### config.mk
export PLATFORM = sky130hd
export DESIGN_NAME = time_bucket_downsampler_unit
export DESIGN_NICKNAME = d
export VERILOG_FILES = /design/src/rtl/tbd_pkg.sv /design/src/rtl/time_bucket_downsampler_unit.sv /design/src/rtl/tbd_div.sv
export SDC_FILE = /design/constraint.sdc
export NUM_CORES = 2
export LEC_CHECK = 0
export BUFFER_PORTS_ARGS = -buffer_cell sky130_fd_sc_hd__clkbuf_2
export CELL_PAD_IN_SITES_DETAIL_PLACEMENT = 2
export CELL_PAD_IN_SITES_GLOBAL_PLACEMENT = 2
export CORE_MARGIN = 1
export CORE_UTILIZATION = 30
export DETAILED_ROUTE_END_ITERATION = 6
export PLACE_DENSITY = 0.7
export SYNTH_ARGS = -nofsm -noshare
export SYNTH_HDL_FRONTEND = slang
export SYNTH_SLANG_ARGS = --single-unit
### constraint.sdc
create_clock -name clk -period 12.05 [get_ports clk]
set_input_delay 2.41 -clock clk [delete_from_list [all_inputs] [get_ports clk]]
set_output_delay 2.41 -clock clk [all_outputs]
set_load 0.005 [all_outputs]
### src/rtl/tbd_pkg.sv
// Shared widths, register indexes and sequencer states for the time bucket downsampler.
package tbd_pkg;

	localparam int TIME_W     = 32;
	localparam int VALUE_W    = 32;
	localparam int STATE_W    = 3;
	localparam int CFG_W      = 13;
	localparam int CFG_DATA_W = 32;
	localparam int CFG_IDX_W  = 2;
	localparam int PROD_W     = TIME_W + CFG_W;

	localparam logic [CFG_W-1:0] STEP_LIMIT = 13'h1FFF;

	// configuration register indexes
	localparam logic [CFG_IDX_W-1:0] REG_OLDEST_TIME = 2'd0;
	localparam logic [CFG_IDX_W-1:0] REG_TIME_SPAN   = 2'd1;
	localparam logic [CFG_IDX_W-1:0] REG_MAX_POINTS  = 2'd2;
	localparam logic [CFG_IDX_W-1:0] REG_ITEM_COUNT  = 2'd3;

	// sequencer states, one-hot
	typedef enum logic [10:0] {
		S_IDLE   = 11'b000_0000_0001,
		S_CHECK  = 11'b000_0000_0010,
		S_MULA   = 11'b000_0000_0100,
		S_MULB   = 11'b000_0000_1000,
		S_DECIDE = 11'b000_0001_0000,
		S_TGO    = 11'b000_0010_0000,
		S_TWAIT  = 11'b000_0100_0000,
		S_VGO    = 11'b000_1000_0000,
		S_VWAIT  = 11'b001_0000_0000,
		S_EMIT   = 11'b010_0000_0000,
		S_ACC    = 11'b100_0000_0000
	} seq_state_t;

endpackage

### src/rtl/time_bucket_downsampler_unit.sv
// Top level: time bucket averaging downsampler with a small sequencer and shared units.
//
//  channel | direction | handshake           | payload
//  --------+-----------+---------------------+------------------------------------------------
//  input   | in        | in_valid / in_stall | sample_time, sample_value, sample_state, sample_last
//  output  | out       | out_valid/out_stall | point_time, point_value, point_state, point_final
//  config  | in        | cfg_we              | cfg_index, cfg_data
//
// One item at a time. A pass-through item goes through the check and emit steps. An averaged item that
// closes no bucket passes check, both multiplies, decide and accumulate (check and accumulate when it opens
// one); each emitted point adds two serial divisions, for the time mean and then the value mean, on the
// one-bit-per-cycle divider shared by both means.
// Reset clears the sequencer and accumulators and sets the configuration registers to their reset values.
// A stalled output holds the sequencer in its emit step; in_stall is high while busy.
module time_bucket_downsampler_unit #(
	parameter int MAX_ITEMS = 4096
) (
	input  logic                                  clk,
	input  logic                                  arst_n,
	input  logic                                  cfg_we,
	input  logic [tbd_pkg::CFG_IDX_W-1:0]         cfg_index,
	input  logic [tbd_pkg::CFG_DATA_W-1:0]        cfg_data,
	input  logic                                  in_valid,
	output logic                                  in_stall,
	input  logic [tbd_pkg::TIME_W-1:0]            sample_time,
	input  logic signed [tbd_pkg::VALUE_W-1:0]    sample_value,
	input  logic [tbd_pkg::STATE_W-1:0]           sample_state,
	input  logic                                  sample_last,
	output logic                                  out_valid,
	input  logic                                  out_stall,
	output logic [tbd_pkg::TIME_W-1:0]            point_time,
	output logic signed [tbd_pkg::VALUE_W-1:0]    point_value,
	output logic [tbd_pkg::STATE_W-1:0]           point_state,
	output logic                                  point_final
);

	localparam int LG = $clog2(MAX_ITEMS);
	localparam int CW = $clog2(MAX_ITEMS + 1);
	localparam int DW = tbd_pkg::TIME_W + LG;

	tbd_pkg::seq_state_t state_q;

	// configuration registers
	logic [tbd_pkg::TIME_W-1:0] oldest_time_q;
	logic [tbd_pkg::TIME_W-1:0] time_span_q;
	logic [tbd_pkg::CFG_W-1:0]  max_points_q;
	logic [tbd_pkg::CFG_W-1:0]  item_count_q;

	// run state
	logic [DW-1:0]               time_sum_q;
	logic signed [DW-1:0]        value_sum_q;
	logic [CW-1:0]               bucket_count_q;
	logic [tbd_pkg::STATE_W-1:0] bucket_state_q;
	logic [tbd_pkg::CFG_W-1:0]   step_index_q;

	// latched item and working registers
	logic [tbd_pkg::TIME_W-1:0]        s_time_q;
	logic signed [tbd_pkg::VALUE_W-1:0] s_value_q;
	logic [tbd_pkg::STATE_W-1:0]       s_state_q;
	logic                              s_last_q;
	logic [tbd_pkg::TIME_W-1:0]        tdiff_q;
	logic [tbd_pkg::PROD_W-1:0]        lhs_q;
	logic [tbd_pkg::PROD_W-1:0]        rhs_q;
	logic                              pass_q;
	logic                              final_q;
	logic                              neg_q;
	logic [tbd_pkg::TIME_W-1:0]        qt_q;
	logic [tbd_pkg::VALUE_W-1:0]       qv_q;

	// output register
	logic                              out_valid_q;
	logic [tbd_pkg::TIME_W-1:0]        point_time_q;
	logic [tbd_pkg::VALUE_W-1:0]       point_value_q;
	logic [tbd_pkg::STATE_W-1:0]       point_state_q;
	logic                              point_final_q;

	logic                              in_acc;
	logic                              out_free;
	logic                              close_bucket;
	logic [tbd_pkg::TIME_W-1:0]        mul_a;
	logic [tbd_pkg::CFG_W-1:0]         mul_b;
	logic [tbd_pkg::PROD_W-1:0]        product;
	logic                              div_start;
	logic [DW-1:0]                     div_dividend;
	logic [DW-1:0]                     div_quot;
	logic                              div_done;
	logic [DW-1:0]                     value_mag;
	logic [DW-1:0]                     quot_signed;

	assign in_stall = state_q != tbd_pkg::S_IDLE;
	assign in_acc   = in_valid && !in_stall;
	assign out_free = !out_valid_q || !out_stall;

	// shared multiplier: crossing side first, then span side
	assign mul_a   = (state_q == tbd_pkg::S_MULA) ? tdiff_q : time_span_q;
	assign mul_b   = (state_q == tbd_pkg::S_MULA) ? max_points_q : step_index_q;
	assign product = tbd_pkg::PROD_W'(mul_a) * tbd_pkg::PROD_W'(mul_b);

	assign close_bucket = (lhs_q > rhs_q) || (bucket_count_q >= CW'(MAX_ITEMS))
		|| (s_state_q != bucket_state_q);

	// divider operand select
	assign value_mag    = value_sum_q[DW-1] ? DW'(-value_sum_q) : DW'(value_sum_q);
	assign div_start    = (state_q == tbd_pkg::S_TGO) || (state_q == tbd_pkg::S_VGO);
	assign div_dividend = (state_q == tbd_pkg::S_VGO) ? value_mag : time_sum_q;
	assign quot_signed  = neg_q ? (~div_quot + DW'(1)) : div_quot;

	tbd_div #(
		.DW(DW),
		.NW(CW)
	) u_div (
		.clk      (clk),
		.arst_n   (arst_n),
		.start    (div_start),
		.dividend (div_dividend),
		.divisor  (bucket_count_q),
		.quotient (div_quot),
		.done     (div_done)
	);

	// configuration writes
	always_ff @(posedge clk or negedge arst_n) begin
		if (!arst_n) begin
			oldest_time_q <= '0;
			time_span_q   <= '0;
			max_points_q  <= tbd_pkg::CFG_W'(128);
			item_count_q  <= '0;
		end else if (cfg_we) begin
			case (cfg_index)
				tbd_pkg::REG_OLDEST_TIME: oldest_time_q <= cfg_data;
				tbd_pkg::REG_TIME_SPAN:   time_span_q   <= cfg_data;
				tbd_pkg::REG_MAX_POINTS:  max_points_q  <= cfg_data[tbd_pkg::CFG_W-1:0];
				tbd_pkg::REG_ITEM_COUNT:  item_count_q  <= cfg_data[tbd_pkg::CFG_W-1:0];
				default: ;
			endcase
		end
	end

	// sequencer and run state
	always_ff @(posedge clk or negedge arst_n) begin
		if (!arst_n) begin
			state_q        <= tbd_pkg::S_IDLE;
			time_sum_q     <= '0;
			value_sum_q    <= '0;
			bucket_count_q <= '0;
			bucket_state_q <= '0;
			step_index_q   <= tbd_pkg::CFG_W'(1);
			pass_q         <= 1'b0;
			final_q        <= 1'b0;
			out_valid_q    <= 1'b0;
		end else begin
			// output valid: set on a new point, cleared once taken
			if ((state_q == tbd_pkg::S_EMIT) && out_free) begin
				out_valid_q <= 1'b1;
			end else if (out_valid_q && !out_stall) begin
				out_valid_q <= 1'b0;
			end
			case (state_q)
				tbd_pkg::S_IDLE: begin
					if (in_acc) begin
						state_q <= tbd_pkg::S_CHECK;
					end
				end
				tbd_pkg::S_CHECK: begin
					final_q <= 1'b0;
					if (item_count_q < max_points_q) begin
						pass_q  <= 1'b1;
						state_q <= tbd_pkg::S_EMIT;
					end else if (bucket_count_q == '0) begin
						pass_q         <= 1'b0;
						bucket_state_q <= s_state_q;
						state_q        <= tbd_pkg::S_ACC;
					end else begin
						pass_q  <= 1'b0;
						state_q <= tbd_pkg::S_MULA;
					end
				end
				tbd_pkg::S_MULA: begin
					state_q <= tbd_pkg::S_MULB;
				end
				tbd_pkg::S_MULB: begin
					state_q <= tbd_pkg::S_DECIDE;
				end
				tbd_pkg::S_DECIDE: begin
					state_q <= close_bucket ? tbd_pkg::S_TGO : tbd_pkg::S_ACC;
				end
				tbd_pkg::S_TGO: begin
					state_q <= tbd_pkg::S_TWAIT;
				end
				tbd_pkg::S_TWAIT: begin
					if (div_done) begin
						state_q <= tbd_pkg::S_VGO;
					end
				end
				tbd_pkg::S_VGO: begin
					state_q <= tbd_pkg::S_VWAIT;
				end
				tbd_pkg::S_VWAIT: begin
					if (div_done) begin
						state_q <= tbd_pkg::S_EMIT;
					end
				end
				tbd_pkg::S_EMIT: begin
					if (out_free) begin
						if (pass_q || final_q) begin
							// run end after a last item; pass-through keeps the run otherwise
							if (!pass_q || s_last_q) begin
								time_sum_q     <= '0;
								value_sum_q    <= '0;
								bucket_count_q <= '0;
								bucket_state_q <= '0;
								step_index_q   <= tbd_pkg::CFG_W'(1);
							end
							state_q <= tbd_pkg::S_IDLE;
						end else begin
							// closed bucket: start a new one with this item
							if (step_index_q < tbd_pkg::STEP_LIMIT) begin
								step_index_q <= step_index_q + tbd_pkg::CFG_W'(1);
							end
							time_sum_q     <= '0;
							value_sum_q    <= '0;
							bucket_count_q <= '0;
							bucket_state_q <= s_state_q;
							state_q        <= tbd_pkg::S_ACC;
						end
					end
				end
				tbd_pkg::S_ACC: begin
					time_sum_q     <= time_sum_q + DW'(s_time_q);
					value_sum_q    <= value_sum_q + DW'(s_value_q);
					bucket_count_q <= bucket_count_q + CW'(1);
					if (s_last_q) begin
						final_q <= 1'b1;
						state_q <= tbd_pkg::S_TGO;
					end else begin
						state_q <= tbd_pkg::S_IDLE;
					end
				end
				default: begin
					state_q <= tbd_pkg::S_IDLE;
				end
			endcase
		end
	end

	// item latch, products and quotients
	always_ff @(posedge clk) begin
		if (in_acc) begin
			s_time_q  <= sample_time;
			s_value_q <= sample_value;
			s_state_q <= sample_state;
			s_last_q  <= sample_last;
		end
		if (state_q == tbd_pkg::S_CHECK) begin
			// a time before the oldest never crosses
			tdiff_q <= (s_time_q >= oldest_time_q) ? (s_time_q - oldest_time_q) : '0;
		end
		if (state_q == tbd_pkg::S_MULA) begin
			lhs_q <= product;
		end
		if (state_q == tbd_pkg::S_MULB) begin
			rhs_q <= product;
		end
		if (state_q == tbd_pkg::S_VGO) begin
			neg_q <= value_sum_q[DW-1];
		end
		if ((state_q == tbd_pkg::S_TWAIT) && div_done) begin
			qt_q <= div_quot[tbd_pkg::TIME_W-1:0];
		end
		if ((state_q == tbd_pkg::S_VWAIT) && div_done) begin
			qv_q <= quot_signed[tbd_pkg::VALUE_W-1:0];
		end
		if ((state_q == tbd_pkg::S_EMIT) && out_free) begin
			if (pass_q) begin
				point_time_q  <= s_time_q;
				point_value_q <= s_value_q;
				point_state_q <= s_state_q;
				point_final_q <= s_last_q;
			end else begin
				point_time_q  <= qt_q;
				point_value_q <= qv_q;
				point_state_q <= bucket_state_q;
				point_final_q <= final_q;
			end
		end
	end

	assign out_valid   = out_valid_q;
	assign point_time  = point_time_q;
	assign point_value = point_value_q;
	assign point_state = point_state_q;
	assign point_final = point_final_q;

endmodule

### src/rtl/tbd_div.sv
// Bit-serial restoring divider, one quotient bit per cycle, shared by both means.
module tbd_div #(
	parameter int DW = 44,
	parameter int NW = 13
) (
	input  logic          clk,
	input  logic          arst_n,
	input  logic          start,
	input  logic [DW-1:0] dividend,
	input  logic [NW-1:0] divisor,
	output logic [DW-1:0] quotient,
	output logic          done
);

	localparam int CNT_W = $clog2(DW + 1);

	logic [DW-1:0]    dvd_q;
	logic [NW-1:0]    rem_q;
	logic [NW-1:0]    dsr_q;
	logic [CNT_W-1:0] cnt_q;
	logic             busy_q;
	logic             done_q;

	logic [NW:0]      trial;
	logic [NW:0]      diff;
	logic             ge;

	// trial subtract of the shifted remainder
	assign trial = {rem_q, dvd_q[DW-1]};
	assign diff  = trial - {1'b0, dsr_q};
	assign ge    = trial >= {1'b0, dsr_q};

	// control
	always_ff @(posedge clk or negedge arst_n) begin
		if (!arst_n) begin
			busy_q <= 1'b0;
			done_q <= 1'b0;
			cnt_q  <= '0;
		end else begin
			// done pulses for one cycle after the last quotient bit
			done_q <= !start && busy_q && (cnt_q == CNT_W'(1));
			if (start) begin
				busy_q <= 1'b1;
				cnt_q  <= CNT_W'(DW);
			end else if (busy_q) begin
				cnt_q <= cnt_q - CNT_W'(1);
				if (cnt_q == CNT_W'(1)) begin
					busy_q <= 1'b0;
				end
			end
		end
	end

	// datapath: quotient bits shift in at the bottom of the dividend
	always_ff @(posedge clk) begin
		if (start) begin
			dvd_q <= dividend;
			rem_q <= '0;
			dsr_q <= divisor;
		end else if (busy_q) begin
			dvd_q <= {dvd_q[DW-2:0], ge};
			rem_q <= ge ? diff[NW-1:0] : trial[NW-1:0];
		end
	end

	assign quotient = dvd_q;
	assign done     = done_q;

endmodule
## Yosys cells after proc, flatten, opt, wreduce, memory -nomap -nowiden

Index checks and enable logic that the tools add are counted.

| word-level totals | value |
|---|---|
| bits in registers | 622 |
| output and inout port bits | 70 |
| input bits | 107 |
| logic and storage cells | 161 |

| operators by class | value |
|---|---|
| muxes and demuxes | 50 |
| bitwise logic cells | 1 |
| eq/ne operators | 26 |
| $lt $le $gt $ge | 6 |
| reductions and logical operators | 35 |
| add/sub/neg operators | 9 |
| $mul | 1 |

Operators with widths:

| kind | number |
|---|---|
| two-way mux 44 bit | 7 |
| case mux 44 bit (2 select lines) | 2 |
| two-way mux 32 bit | 4 |
| case mux 11 bit (11 select lines) | 1 |
| two-way mux 13 bit | 8 |
| adder 44 x 32 -> 44 bit | 2 |
| two-way mux 11 bit | 8 |
| greater-than comparator 45 bit | 1 |
| multiplier 32 x 13 -> 45 bit | 1 |
| negator 44 bit | 1 |
| adder 32 x 1 -> 32 bit (second input constant) | 1 |
| greater-or-equal comparator 32 bit | 1 |
| NOT 32 bit | 1 |
| subtractor 32 bit | 1 |
| adder 13 x 1 -> 13 bit (second input constant) | 2 |
| case mux 13 bit (2 select lines) | 1 |
| two-way mux 3 bit | 6 |
| two-way mux 6 bit | 3 |
| greater-or-equal comparator 14 x 13 -> 1 bit | 1 |
| greater-or-equal comparator 13 bit (second input constant) | 1 |
| logical NOT 13 bit | 1 |
| < comparator 13 bit | 1 |
| < comparator 13 bit (second input constant) | 1 |
| subtractor 13 bit | 1 |
| other kinds (32) | 71 |

## Logic depth before layout (Yosys ltp)

| depth | value |
|---|---|
| word-level depth | 6 |
| gate-level depth with buffers | 30 |
| depth with buffers taken out | 27 |

## Modules after synthesis

Synthesis repeated with hierarchy kept, for this count alone.

| second synthesis, totals | value |
|---|---|
| cell total of the unflattened synthesis | 4,374 |
| area total of the unflattened synthesis | 45,389.8 um^2 |

Modules (own cells, without submodules):

| module | instances | area each (um^2) | cells each | seq. area each (um^2) |
|---|---|---|---|---|
| time_bucket_downsampler_unit | 1 | 41,488.5 | 4,071 | 15,233.4 |
| tbd_div | 1 | 3,901.2 | 303 | 2,172.1 |

## Worst setup path after synthesis

No wires, ideal clock.

| path | value |
|---|---|
| kind | reg2reg |
| from | register state_q[5] |
| to | register lhs_q[36] (netlist name) (data pin) |
| stages on the path, launching flop included | 27 |
| period minus slack after synthesis | 8.756 ns |
| path buffers | 1 |
| data arrival time | 8.487 ns |
| library setup time | 0.269 ns |
| setup slack | 3.294 ns |
| data required time | 11.781 ns |
| cells stage by stage | dfrtp_1 -> or4_1 -> nor4_1 -> nand4b_1 -> clkinv_1 -> buf_1 -> nand2_1 -> nand2_1 -> nand2_1 -> fa_1 -> inv_1 -> fa_1 -> fa_1 -> fa_1 -> inv_1 -> fa_1 -> inv_1 -> ha_1 -> a21oi_1 -> o21ai_0 -> a2111oi_0 -> nor3b_1 -> o221a_2 -> o21ai_0 -> o21ai_1 -> a211oi_1 -> xnor2_1 |

| on the way | value |
|---|---|
| cells in the longest elaborated chain, start to end | 3 |
| elaborated cells on any way between the ends | 4 |
| classes of those cells | mul: 1; eq/ne: 1; mux: 2 |

RTL lines:

| element | line | source |
|---|---|---|
| start, declared | time_bucket_downsampler_unit.sv:41 | `tbd_pkg::seq_state_t state_q;` |
| start signal, assigned | time_bucket_downsampler_unit.sv:142 | `state_q <= tbd_pkg::S_IDLE;` |
| start signal, assigned | time_bucket_downsampler_unit.sv:161 | `state_q <= tbd_pkg::S_CHECK;` |
| start signal, assigned | time_bucket_downsampler_unit.sv:168 | `state_q <= tbd_pkg::S_EMIT;` |
| == test 11 x 3 -> 1 bit (*) | time_bucket_downsampler_unit.sv:95, time_bucket_downsampler_unit.sv:96 |  |
| two-way mux 32 bit / two-way mux 13 bit (equally long branches) | time_bucket_downsampler_unit.sv:95, time_bucket_downsampler_unit.sv:96 |  |
| multiplier 32 x 13 -> 45 bit (*) | time_bucket_downsampler_unit.sv:97 | `assign product = tbd_pkg::PROD_W'(mul_a) * tbd_pkg::PROD_W'(mul_b);` |
| net product, one bit | time_bucket_downsampler_unit.sv:82 | `logic [tbd_pkg::PROD_W-1:0] product;` |
| end signal, assigned | time_bucket_downsampler_unit.sv:259 | `lhs_q <= product;` |
| end, declared | time_bucket_downsampler_unit.sv:62 | `logic [tbd_pkg::PROD_W-1:0] lhs_q;` |

Mark *: on every way through the listed nets, which the timed path passes. The rest lies on a longest branch.
A chain may end at the register's enable or synchronous reset.

## Final worst setup path

Same ends and word-level chain as after synthesis.

==> report_table.html <==
<table>
<tr><th>Metric</th><th>Value</th></tr>
<tr><th colspan="2">Outcome</th></tr>
<tr><td>Status</td><td>completed</td></tr>
<tr><th colspan="2">Setup path</th></tr>
<tr><td>CP endpoint kind</td><td>flip-flop</td></tr>
<tr><td>Critical path start-end classification</td><td>flip-flop to flip-flop</td></tr>
<tr><td>Launching element type of the critical path</td><td>flip-flop</td></tr>
<tr><td>Critical path's slowest cell</td><td>sky130_fd_sc_hd__clkinv_2</td></tr>
<tr><td>Most repeated library cell on the critical path</td><td>sky130_fd_sc_hd__fa_1</td></tr>
<tr><td>Worst endpoint required time</td><td>~12000 ps</td></tr>
<tr><td>Arrival time of data at the critical path endpoint</td><td>10840 ps</td></tr>
<tr><td>Max stage delay on crit path</td><td>slightly above 800 ps</td></tr>
<tr><td>Crit Path Max Fanout</td><td>41</td></tr>
<tr><th colspan="2">Clock tree</th></tr>
<tr><td>CTS tree</td><td>yes</td></tr>
<tr><td>Total of hold buffers inserted after clock tree synthesis</td><td>0</td></tr>
<tr><td>Buffer cell driving the clock tree root</td><td>sky130_fd_sc_hd__clkbuf_16</td></tr>
<tr><td>Total number of clock tree sinks</td><td>~620</td></tr>
<tr><td>Clock transition at path regs</td><td>around 60 ps</td></tr>
<tr><td>Total CTS buffers</td><td>a little under 80</td></tr>
<tr><td>Postcts setup bufs</td><td>0</td></tr>
<tr><td>Clock network latency to the later pin of the worst-skew pair</td><td>730 ps</td></tr>
<tr><td>Number of levels in the clock H-tree</td><td>3</td></tr>
<tr><td>Post-cts sizing count</td><td>0</td></tr>
<tr><td>Clock Tree Buf Depth</td><td>3</td></tr>
<tr><th colspan="2">Route</th></tr>
<tr><td>Overall via count from detail_route</td><td>35.1k</td></tr>
<tr><td>Antenna violation net count after detailed routing</td><td>0</td></tr>
<tr><td>Overall routed net length</td><td>~160000 µm</td></tr>
<tr><td>Average wire per standard cell</td><td>23.9 µm</td></tr>
<tr><td>Count of routing violations after the opening detailed-route iteration</td><td>approximately 1.7k</td></tr>
<tr><td>First-pass iteration count of the detailed router</td><td>5</td></tr>
<tr><td>Number of remaining DRC errors</td><td>0</td></tr>
<tr><td>Drt via density</td><td>just over 5</td></tr>
<tr><th colspan="2">Logic synthesis</th></tr>
<tr><td>Mapped Nets</td><td>5321</td></tr>
<tr><td>Number of enable flip-flop cells after synthesis</td><td>380</td></tr>
<tr><td>Number of flip-flops and latches in the synthesized netlist</td><td>622</td></tr>
<tr><td>Top flip-flop cell by instance count after synthesis</td><td>sky130_fd_sc_hd__edfxtp_1</td></tr>
<tr><td>Synth top area cells</td><td>sky130_fd_sc_hd__edfxtp_1, sky130_fd_sc_hd__fa_1, sky130_fd_sc_hd__dfrtp_1</td></tr>
<tr><td>Area of the mapped netlist</td><td>~46000 µm²</td></tr>
<tr><td>Mean cell area of the mapped netlist</td><td>a little under 10 µm²</td></tr>
<tr><td>Cell type with the highest aggregate area in the netlist</td><td>sky130_fd_sc_hd__edfxtp_1</td></tr>
<tr><td>Asr flop ratio synth</td><td>between 30% and 40%</td></tr>
<tr><td>Post-synthesis sequential area ratio</td><td>between 30% and 40%</td></tr>
<tr><td>Post-synthesis cell type count</td><td>82</td></tr>
<tr><td>Number of instances in the synthesized netlist</td><td>approximately 4.6k</td></tr>
<tr><td>Area share of the largest cell type after synthesis</td><td>roughly 25%</td></tr>
<tr><td>Warnings from Yosys</td><td>0</td></tr>
<tr><th colspan="2">Timing</th></tr>
<tr><td>Max transition margin</td><td>~5.5%</td></tr>
<tr><td>Transition at the pin with the smallest max-transition slack</td><td>1420 ps</td></tr>
<tr><td>Setup tns final</td><td>0 ps</td></tr>
<tr><td>Fmax</td><td>between 90 and 100 MHz</td></tr>
<tr><td>Final-report hold violation count</td><td>0</td></tr>
<tr><td>Number of failing setup endpoints in the final timing report</td><td>0</td></tr>
<tr><td>RSZ-0062 raised after global routing</td><td>false</td></tr>
<tr><td>Crit path time final</td><td>around 10000 ps</td></tr>
<tr><td>Share of the clock period used by the worst path</td><td>86.6%</td></tr>
<tr><td>Clock skew</td><td>71.4 ps</td></tr>
<tr><td>Final Slew Violations</td><td>0</td></tr>
<tr><th colspan="2">Floorplanning</th></tr>
<tr><td>Top-level port count</td><td>~180</td></tr>
<tr><td>Number of rows in the core area</td><td>approximately 140</td></tr>
<tr><td>DIE AREA</td><td>154000 µm²</td></tr>
<tr><td>Placeable core region</td><td>150000 µm²</td></tr>
<tr><td>Horizontal extent of the die</td><td>just under 400 µm</td></tr>
<tr><td>Initial core utilization</td><td>~30%</td></tr>
<tr><td>Overall die height</td><td>392 µm</td></tr>
<tr><th colspan="2">Global routing</th></tr>
<tr><td>Antenna violations before repair</td><td>7</td></tr>
<tr><td>Total gr overflow</td><td>0</td></tr>
<tr><td>Via count of the first global-routing pass</td><td>~40k</td></tr>
<tr><td>Wire length of the first global-routing pass</td><td>248000 µm</td></tr>
<tr><td>Pin count of the biggest net entering global routing</td><td>146</td></tr>
<tr><td>Gr usage total</td><td>between 20% and 30%</td></tr>
<tr><th colspan="2">Final layout</th></tr>
<tr><td>Layout-stage area growth over the synthesis result</td><td>12.9%</td></tr>
<tr><td>Share of final-layout standard cells stronger than drive strength 1</td><td>between 10% and 20%</td></tr>
<tr><td>Most common cell after layout, fill and taps aside</td><td>sky130_fd_sc_hd__nand2_1</td></tr>
<tr><td>Commonest non-fill, non-tap cells in the layout</td><td>sky130_fd_sc_hd__nand2_1, sky130_fd_sc_hd__inv_1, sky130_fd_sc_hd__edfxtp_1</td></tr>
<tr><td>Layout filler cell count</td><td>approximately 16k</td></tr>
<tr><td>Fin nets</td><td>roughly 5.5k</td></tr>
<tr><td>Post-layout util</td><td>34.3%</td></tr>
<tr><th colspan="2">Place</th></tr>
<tr><td>IO Port Bufs</td><td>176</td></tr>
<tr><td>DPL Wire Length</td><td>between 100000 and 150000 µm</td></tr>
<tr><td>GPL Wtd Cong</td><td>a little under 0.9</td></tr>
<tr><th colspan="2">Power and ir drop</th></tr>
<tr><td>Leakage power of the design</td><td>22.7 nW</td></tr>
<tr><td>Maximum vdd ir drop</td><td>about 130 µV</td></tr>
<tr><td>Ratio of total power to cell area</td><td>around 180 nW/µm²</td></tr>
<tr><th colspan="2">Min path</th></tr>
<tr><td>Hold/Removal Path Class</td><td>flip-flop to flip-flop</td></tr>
<tr><th colspan="2">Job</th></tr>
<tr><td># Max-Cap Violations</td><td>0</td></tr>
</table>
routing by layer:
metal	vias up	track usage [%]	wire length, µm
met2	627	37.8	82000
met4	2	7.56	5620
met3	228	2.27	5080
li1	16000	-	-
met5	-	0	13
met1	18300	26.8	70600
cell usage after synthesis, types with 15 or more instances:
cell / number
sky130_fd_sc_hd__inv_1: 560
sky130_fd_sc_hd__o21bai_1: 20
sky130_fd_sc_hd__a21oi_1: 184
sky130_fd_sc_hd__o31ai_1: 34
sky130_fd_sc_hd__and3_1: 30
sky130_fd_sc_hd__nand3_1: 97
sky130_fd_sc_hd__nand2b_1: 28
sky130_fd_sc_hd__mux2i_1: 59
sky130_fd_sc_hd__xnor2_1: 125
sky130_fd_sc_hd__and2_1: 34
sky130_fd_sc_hd__o211ai_1: 23
sky130_fd_sc_hd__fa_1: 334
sky130_fd_sc_hd__buf_1: 16
sky130_fd_sc_hd__nand2_1: 633
sky130_fd_sc_hd__o21ai_0: 253
sky130_fd_sc_hd__o21a_1: 15
sky130_fd_sc_hd__nor2_1: 359
sky130_fd_sc_hd__edfxtp_1: 380
sky130_fd_sc_hd__xor2_1: 86
sky130_fd_sc_hd__a31oi_1: 47
sky130_fd_sc_hd__dfrtp_1: 226
sky130_fd_sc_hd__or2_2: 18
sky130_fd_sc_hd__nor4_1: 16
sky130_fd_sc_hd__nand4_1: 42
sky130_fd_sc_hd__mux2_2: 124
sky130_fd_sc_hd__a211oi_1: 36
sky130_fd_sc_hd__clkbuf_1: 140
sky130_fd_sc_hd__ha_1: 274
sky130_fd_sc_hd__nor3_1: 51
sky130_fd_sc_hd__or3_1: 35
sky130_fd_sc_hd__nor2b_1: 24
sky130_fd_sc_hd__a21o_1: 104
where the power goes:
group / internal (W) / leakage (nW) / total, W / switching [W]
combinational: 0.00146 / 15.2 / 0.00386 / 0.00239
sequential: 0.00270 / 6.29 / 0.00316 / 0.000456
clock: 0.00139 / 1.25 / 0.00245 / 0.00107
total: 0.00556 / 22.7 / 0.00947 / 0.00391
metrics by stage:
stage	instances	power [W]	area, µm²	hold WS [ps]	worst slack, ps
detailed placement	6682	0.00706	48900	496	1740
finish	6833	0.00947	51600	507	1610
global placement	6682	0.00690	48900	480	2200
CTS	6830	0.00958	51600	511	1540
floorplan	4606	0.00569	45700	423	3290
global route	6830	0.0101	51600	528	847
state kept, by name, indices dropped and copies added, names as in the netlist, 44 cells and up:
| name | flops |
|---|---|
| rhs_q | 45 |
| lhs_q | 45 |
| u_div.quotient | 44 |
| time_sum_q | 44 |
| value_sum_q | 44 |
final timing paths:
| path | from | depth (start not counted) | slack, ps | end |
|---|---|---|---|---|
| max in group asynchronous | arst_n | 2 | 8770 | pass_q |
| min reg2reg | u_div.rem_q[1] | 2 | 510 | u_div.rem_q[1] |
| max reg2reg | state_q[5] | 26 | 1610 | lhs_q[36] |
| max | state_q[5] | 26 | 1610 | lhs_q[36] |
| min | u_div.rem_q[1] | 2 | 510 | u_div.rem_q[1] |
| min in group asynchronous | arst_n | 1 | 1730 | value_sum_q[15] |
critical path, delay by kind of cell, from the launching register on:
kind	cells	cell delay, ps
buffers and inverters	5	1630
adder cells (fa/ha/maj)	6	3050
XOR/XNOR	1	150
flip-flops	1	420
AND/OR/NAND/NOR	7	2300
AO/OA/AOI/OAI	7	2540
cell families (layout without fill, tap and decap cells):
group	after synthesis	in the layout	share of synthesized area, %
flip-flops	622	622	38.1
AO/OA/AOI/OAI	834	834	11.5
adder cells (fa/ha/maj)	608	608	22.1
AND/OR/NAND/NOR	1426	1426	14.0
buffers and inverters	722	930	5.94
other	0	3	0
XOR/XNOR	211	211	4.04
multiplexers	183	183	4.35
area by class of cell:
cell class | count | area (µm²) | share of cell area (%)
Antenna cell | 3 | 7.51 | 0.0146
Clock buffer | 103 | 2110 | 4.08
Clock inverter | 45 | 524 | 1.02
Inverter | 562 | 2110 | 4.09
Multi-Input combinational cell | 3262 | 25700 | 49.8
Sequential cell | 622 | 17400 | 33.7
Tap cell | 2016 | 2520 | 4.89
Timing Repair Buffer | 220 | 1230 | 2.39
(Power assumes the default switching activity.)
